$ cat config.mk
export PLATFORM = sky130hd
export DESIGN_NAME = ptst_ctrl
export DESIGN_NICKNAME = d
export VERILOG_FILES = /design/src/rtl/ptst_pkg.sv /design/src/rtl/ptst_ctrl.sv
export SDC_FILE = /design/constraint.sdc
export NUM_CORES = 1
export LEC_CHECK = 0
export BUFFER_PORTS_ARGS = -buffer_cell sky130_fd_sc_hd__buf_2
export CAP_MARGIN = 10
export CORE_ASPECT_RATIO = 1.4
export CORE_MARGIN = 4
export CORE_UTILIZATION = 30
export DETAILED_ROUTE_END_ITERATION = 6
export PLACE_DENSITY = 0.54
export SLEW_MARGIN = 30
export SYNTH_ARGS = -nofsm -noshare
export SYNTH_HDL_FRONTEND = slang
export SYNTH_SLANG_ARGS = --single-unit
export TNS_END_PERCENT = 30
$ cat constraint.sdc
create_clock -name clk_i -period 1.92 [get_ports clk_i]
set_clock_uncertainty 0.2 [all_clocks]
set_input_delay 0.288 -clock clk_i [delete_from_list [all_inputs] [get_ports clk_i]]
set_output_delay 0.288 -clock clk_i [all_outputs]
set_load 0.05 [all_outputs]
$ cat src/rtl/ptst_pkg.sv
// Shared types and constants of the periodic timer slot table.
`timescale 1ns / 1ps

package ptst_pkg;

  localparam int unsigned Slots       = 16;
  localparam logic [31:0] PeriodLimit = 32'h0001_0000;

  localparam int unsigned InDataW  = 200;
  localparam int unsigned OutDataW = 200;
  localparam int unsigned InUserW  = 2;
  localparam int unsigned OutUserW = 3;

  typedef enum logic [1:0] {
    ModeTick   = 2'd0,
    ModeAdd    = 2'd1,
    ModeRemove = 2'd2
  } mode_e;

  typedef enum logic [2:0] {
    KindAdded   = 3'd0,
    KindBadArgs = 3'd1,
    KindFull    = 3'd2,
    KindRemoved = 3'd3,
    KindIgnored = 3'd4,
    KindFire    = 3'd5,
    KindTickEnd = 3'd6
  } kind_e;

  // Commands from the controller to the datapath.
  typedef struct packed {
    logic  load;
    logic  tick;
    logic  idx_clr;
    logic  idx_inc;
    logic  fire;
    logic  add;
    logic  remove;
    logic  emit;
    kind_e kind;
  } cmd_t;

  // Status from the datapath to the controller.
  typedef struct packed {
    logic [1:0] mode;
    logic       args_bad;
    logic       rm_valid;
    logic       idx_last;
    logic       hit_fire;
    logic       hit_free;
    logic       out_free;
  } stat_t;

endpackage

$ cat src/rtl/ptst_ctrl.sv
// Controller state machine of the periodic timer slot table.
`timescale 1ns / 1ps

module ptst_ctrl (
  input  logic             clk_i,
  input  logic             rst_ni,
  input  logic             in_valid_i,
  output logic             in_ready_o,
  input  ptst_pkg::stat_t  stat_i,
  output ptst_pkg::cmd_t   cmd_o
);

  localparam logic [2:0] StIdle   = 3'd0;
  localparam logic [2:0] StDecode = 3'd1;
  localparam logic [2:0] StTick   = 3'd2;
  localparam logic [2:0] StAdd    = 3'd3;
  localparam logic [2:0] StResp   = 3'd4;

  logic [2:0]          state_q, state_d;
  ptst_pkg::kind_e     kind_q, kind_d;

  always_comb begin
    cmd_o      = '0;
    state_d    = state_q;
    kind_d     = kind_q;
    in_ready_o = 1'b0;
    unique case (state_q)
      StIdle: begin
        in_ready_o = 1'b1;
        if (in_valid_i) begin
          cmd_o.load = 1'b1;
          state_d    = StDecode;
        end
      end
      StDecode: begin
        unique case (stat_i.mode)
          ptst_pkg::ModeTick: begin
            cmd_o.tick    = 1'b1;
            cmd_o.idx_clr = 1'b1;
            state_d       = StTick;
          end
          ptst_pkg::ModeAdd: begin
            if (stat_i.args_bad) begin
              kind_d  = ptst_pkg::KindBadArgs;
              state_d = StResp;
            end else begin
              cmd_o.idx_clr = 1'b1;
              state_d       = StAdd;
            end
          end
          ptst_pkg::ModeRemove: begin
            cmd_o.remove = stat_i.rm_valid;
            kind_d  = stat_i.rm_valid ? ptst_pkg::KindRemoved : ptst_pkg::KindIgnored;
            state_d = StResp;
          end
          default: begin
            // The unused mode produces nothing.
            state_d = StIdle;
          end
        endcase
      end
      StTick: begin
        if (!stat_i.hit_fire || stat_i.out_free) begin
          if (stat_i.hit_fire) begin
            cmd_o.fire = 1'b1;
            cmd_o.emit = 1'b1;
            cmd_o.kind = ptst_pkg::KindFire;
          end
          if (stat_i.idx_last) begin
            kind_d  = ptst_pkg::KindTickEnd;
            state_d = StResp;
          end else begin
            cmd_o.idx_inc = 1'b1;
          end
        end
      end
      StAdd: begin
        if (stat_i.hit_free) begin
          if (stat_i.out_free) begin
            cmd_o.add  = 1'b1;
            cmd_o.emit = 1'b1;
            cmd_o.kind = ptst_pkg::KindAdded;
            state_d    = StIdle;
          end
        end else if (stat_i.idx_last) begin
          kind_d  = ptst_pkg::KindFull;
          state_d = StResp;
        end else begin
          cmd_o.idx_inc = 1'b1;
        end
      end
      StResp: begin
        if (stat_i.out_free) begin
          cmd_o.emit = 1'b1;
          cmd_o.kind = kind_q;
          state_d    = StIdle;
        end
      end
      default: begin
        state_d = StIdle;
      end
    endcase
  end

  always_ff @(posedge clk_i or negedge rst_ni) begin
    if (!rst_ni) begin
      state_q <= StIdle;
      kind_q  <= ptst_pkg::KindAdded;
    end else begin
      state_q <= state_d;
      kind_q  <= kind_d;
    end
  end

endmodule

Word-level counts from Yosys, hierarchy flattened:

Cells that the tools add are included.

* flip-flop bits (word level): 6
* bits in latches: 0
* RAM bits: 0
* memory bits (read-only): 0
* input port bits: 11
* output and inout port bits: 12
* word-level logic and storage cells: 62
* memories: 0

* add/sub/neg operators: 0
* multipliers: 0
* div/mod/pow operators: 0
* order comparisons: 0
* eq/ne operators: 13
* shifts and indexed selects: 0
* multiplexer cells: 40
* bitwise gates (word level): 0
* reductions and logical operators: 7

Operators by type and width (count)
* $mux 3: 12
* $mux 4: 5
* $pmux 3 s3: 2
* $pmux 3 s5: 1
* $mux 1: 14
* $pmux 4 s3: 1
* $ne 2x2->1 const B: 5
* $reduce_and 7->1: 1
* $eq 3x2->1 const B: 2
* $pmux 3 s2: 1
* $mux 2: 2
* $pmux 1 s2: 2
* $eq 3x1->1 const B: 1
* $eq 3x3->1 const B: 1
* $logic_not 3->1: 1
* $ne 3x1->1 const B: 1
* $ne 3x3->1 const B: 1
* $reduce_bool 3->1: 1
* $eq 2x1->1 const B: 1
* $eq 2x2->1 const B: 1
* $logic_not 2->1: 1
* $reduce_and 2->1: 1
* $logic_not 1->1: 1
* $logic_or 1x1->1: 1

Depth between registers and ports, before layout:

* depth after elaboration: 4
* depth in mapped cells: 5
* mapped depth without buffers: 4

Least setup slack after synthesis:

Ideal clock, no wire load.

* path type: register -> output
* from: register state_q[2]
* to: output cmd_o[7] in the netlist's numbering
* arrival: 3.307 ns
* required time: 1.432 ns
* setup slack: -1.875 ns
* cell stages (with the launch flop): 4
* path buffers: 1
* cells stage by stage: dfrtp_1 clkbuf_1 nand2b_1 a2111oi_0

RTL lines
* start, declared: RTL line ptst_ctrl.sv:19 `logic [2:0] state_q, state_d;`
* start signal, assigned: RTL line ptst_ctrl.sv:107 `state_q <= StIdle;`
* start signal, assigned: RTL line ptst_ctrl.sv:110 `state_q <= state_d;`
* end, declared: RTL line ptst_ctrl.sv:10 `output ptst_pkg::cmd_t cmd_o`

==> impl_metrics.json <==
{
  "yosys_register_bits": 6,
  "dieHeight_um": 59.77,
  "effective_utilization_at_floorplan": 0.3188,
  "io_pins": 23,
  "gr_busiest_metal": "met2",
  "internal-power_mw": 0.6934,
  "tightestPinTransition_ns": 0.3650,
  "critical-path-slowest-cell": "dfrtp_2",
  "finalMaxSlewViolations": 0,
  "power.share.clock": 0.084,
  "drt_pre_antenna_iters": 3,
  "setup_repair_after_global_routing_missed_its_margin": "true",
  "ctsLongestPathBuffers": 2,
  "worst_skew_pair.late_latency_ns": 0.24,
  "via_count_of_the_first_global_routing_pass": 653,
  "power.switching_mw": 0.6372,
  "final_cells": 126,
  "count_of_buffers_inserted_at_the_top_level_ports": 22,
  "power.share.combinational": 0.723,
  "power_total_mw": 1.331,
  "pin_count_of_the_biggest_net_entering_global_routing": 10,
  "drt_drc_violations_left": 0,
  "final_min_period_over_clock_period": 0.9959,
  "slew_limit_headroom": 0.7561,
  "max_freq_mhz": 523.0,
  "antenna-diode-count": 0,
  "run_status": "complete, no violations",
  "synthesis.area_um2": 574.3,
  "timing.final.hold_violations": 0,
  "ys.flop_type": "dfrtp_1",
  "die_w_um": 44.98,
  "timing.critical_path.buf_inv": 2,
  "timing.critical_path.cells": "buf_6 -> mux2_4 -> nand2_4 -> a21oi_2 -> buf_6",
  "grt_antenna_before_repair": 0,
  "grt-ovfl-total": 0,
  "routed_via_density": 5.063,
  "tritoncts.num_buffers": 3,
  "critical_path.endpoint_type": "output pin",
  "rows": 18,
  "synth.yosys.warnings": 0,
  "cpMostUsedCell": "buf_6",
  "global_route.usage.met3": 0.03614,
  "global_route.usage.total": 0.1429,
  "grt_pass1_wl_um": 2856,
  "final.min_clock_period_ns": 1.912,
  "avgSynthCellArea_um2": 7.867,
  "pre_cts_slack_ns": 0.004199,
  "max_stage_delay_on_crit_path_ns": 0.47,
  "timing.max_cap.violations": 0,
  "area_growth_syn_to_layout_pct": 76.69,
  "cts_root_buffer": "clkbuf_4",
  "power.share.sequential": 0.193,
  "final_antenna_net_count": 0,
  "hold_path.class": "in -> async",
  "numPlacedInstances": 120,
  "place_hpwl_um": 1341,
  "finalHoldWorstSlack_ns": 0.2027,
  "grt_util_met2": 0.2490,
  "initialDrtViolationCount": 9,
  "power_density_nw_per_um2": 1311,
  "number_of_setup_violations_in_the_final_report": 0,
  "finalNetCount": 119,
  "smallest_setup_slack_after_layout_ns": 0.007884,
  "setup.worst_path.start_class": "flip-flop",
  "cts-htree-levels": 1,
  "postRouteWirelength_um": 1673,
  "mostFrequentLayoutCell": "buf_2",
  "synth-edff-count": 0,
  "drive_above_1_share": 0.5755,
  "worst-endpoint-arrival_ns": 1.42,
  "num_vias": 638,
  "die_area_um2": 2688,
  "asyncSetResetFlopFracSynth": 1.000,
  "timing_worst_setup_path_type": "reg -> out",
  "cp.required_ns": 1.43,
  "seq_total_area_yosys": 0.2614,
  "synth.distinct_cells": 25,
  "synthesis.nets": 84,
  "power.switching_fraction": 0.4789,
  "postSynthCellCount": 73,
  "core_um2": 1802,
  "cts_num_sinks": 6,
  "groute.layer.met1.usage": 0.1694,
  "cp_top_family": "flip-flops",
  "most-common-layout-cells": "11 x buf_2, 10 x nand2_1, 10 x buf_6",
  "total_leakage_power_nw": 0.4401,
  "peakVddDrop_v": 0.0006505,
  "cts_tree": "done",
  "path_max_fanout": 8,
  "place.gp.congestion": 0.7501,
  "totalNegativeSetupSlack_ns": 0,
  "detail_route.wl_per_cell_um": 13.28,
  "clk_pin_slew_worst_paths_ns": 0.04
}
==> synth_stat cells, drive strengths merged (2+ instances only) <==
| master | number | area (µm²) |
|---|---|---|
| nor3b | 4 | 30.03 |
| o21ai | 4 | 20.02 |
| nor3 | 3 | 15.01 |
| nor2 | 9 | 33.78 |
| a21oi | 4 | 20.02 |
| dfrtp | 6 | 150.1 |
| nand2b | 5 | 31.28 |
| nand2 | 13 | 48.80 |
| nor2b | 3 | 18.77 |
| a31oi | 2 | 12.51 |
| a2111oi | 3 | 45.05 |
| mux2 | 4 | 56.30 |
| clkbuf | 3 | 11.26 |
==> sequential cells by signal, indices dropped and copies added, names as in the netlist <==
| name | cells |
|---|---|
| kind_q | 3 |
| state_q | 3 |
==> power groups by stage <==
stage | Sequential, mW | Combinational (mW) | Clock (mW)
final | 0.257 | 0.962 | 0.111
after global routing | 0.263 | 1.03 | 0.129
after CTS | 0.240 | 0.878 | 0.118
after detailed placement | 0.246 | 0.809 | 0
after global placement | 0.244 | 0.807 | 0
after floorplan | 0.215 | 0.642 | 0
==> path summary, 6_finish.rpt <==
path                                  from    endpoint  slack [ns]  cells after the start
worst max register to register  state_q[1]   kind_q[2]        0.06                      4
worst min register to register   kind_q[0]   kind_q[0]        0.32                      1
max in group asynchronous           rst_ni  state_q[0]        1.17                      2
worst max-delay path            state_q[0]    cmd_o[3]       0.008                      5
worst min-delay path                rst_ni   kind_q[2]        0.20                      2
min in group clk_i               stat_i[5]  state_q[0]        0.22                      4
==> metal layers <==
layer / share of wire / up-vias
met3: 0.045 / 2
li1: - / 331
met4: 0.0036 / 0
met5: 0 / -
met1: 0.42 / 291
met2: 0.53 / 14
==> area by class of cell <==
cell class | instances | area (µm²)
Clock buffer | 3 | 22.52
Timing Repair Buffer | 33 | 260.3
Inverter | 1 | 3.754
Sequential cell | 6 | 153.9
Multi-Input combinational cell | 63 | 549.3
Tap cell | 20 | 25.02
Fill cell | 180 | 787.0
==> timing repair <==
| action | 4_1_cts | 5_1_grt |
|---|---|---|
| resized for setup | 13 | 24 |
| endpoints found under the setup margin | 10 | 13 |
| hold endpoints to repair | 6 | 0 |
| hold buffers | 1 | 0 |
| pin swaps | 0 | 4 |
| setup buffers | 2 | 0 |
==> through the flow <==
stage / utilization / area [µm²]
after CTS: 0.5174 / 932.1
after global routing: 0.5632 / 1015
after detailed placement: 0.4729 / 852.1
after global placement: 0.4729 / 852.1
after floorplan: - / 680.7
final: 0.5632 / 1015
==> cells by family (layout without fill, tap and decap cells) <==
family	count (synthesis)	after routing	share of synthesized area
and+or+nand+nor	40	40	0.3442
muxes	5	5	0.1155
buffers and inverters	4	37	0.02614
DFF	6	6	0.2614
AOI/OAI and AO/OA	18	18	0.2527
(Power assumes the default switching activity.)
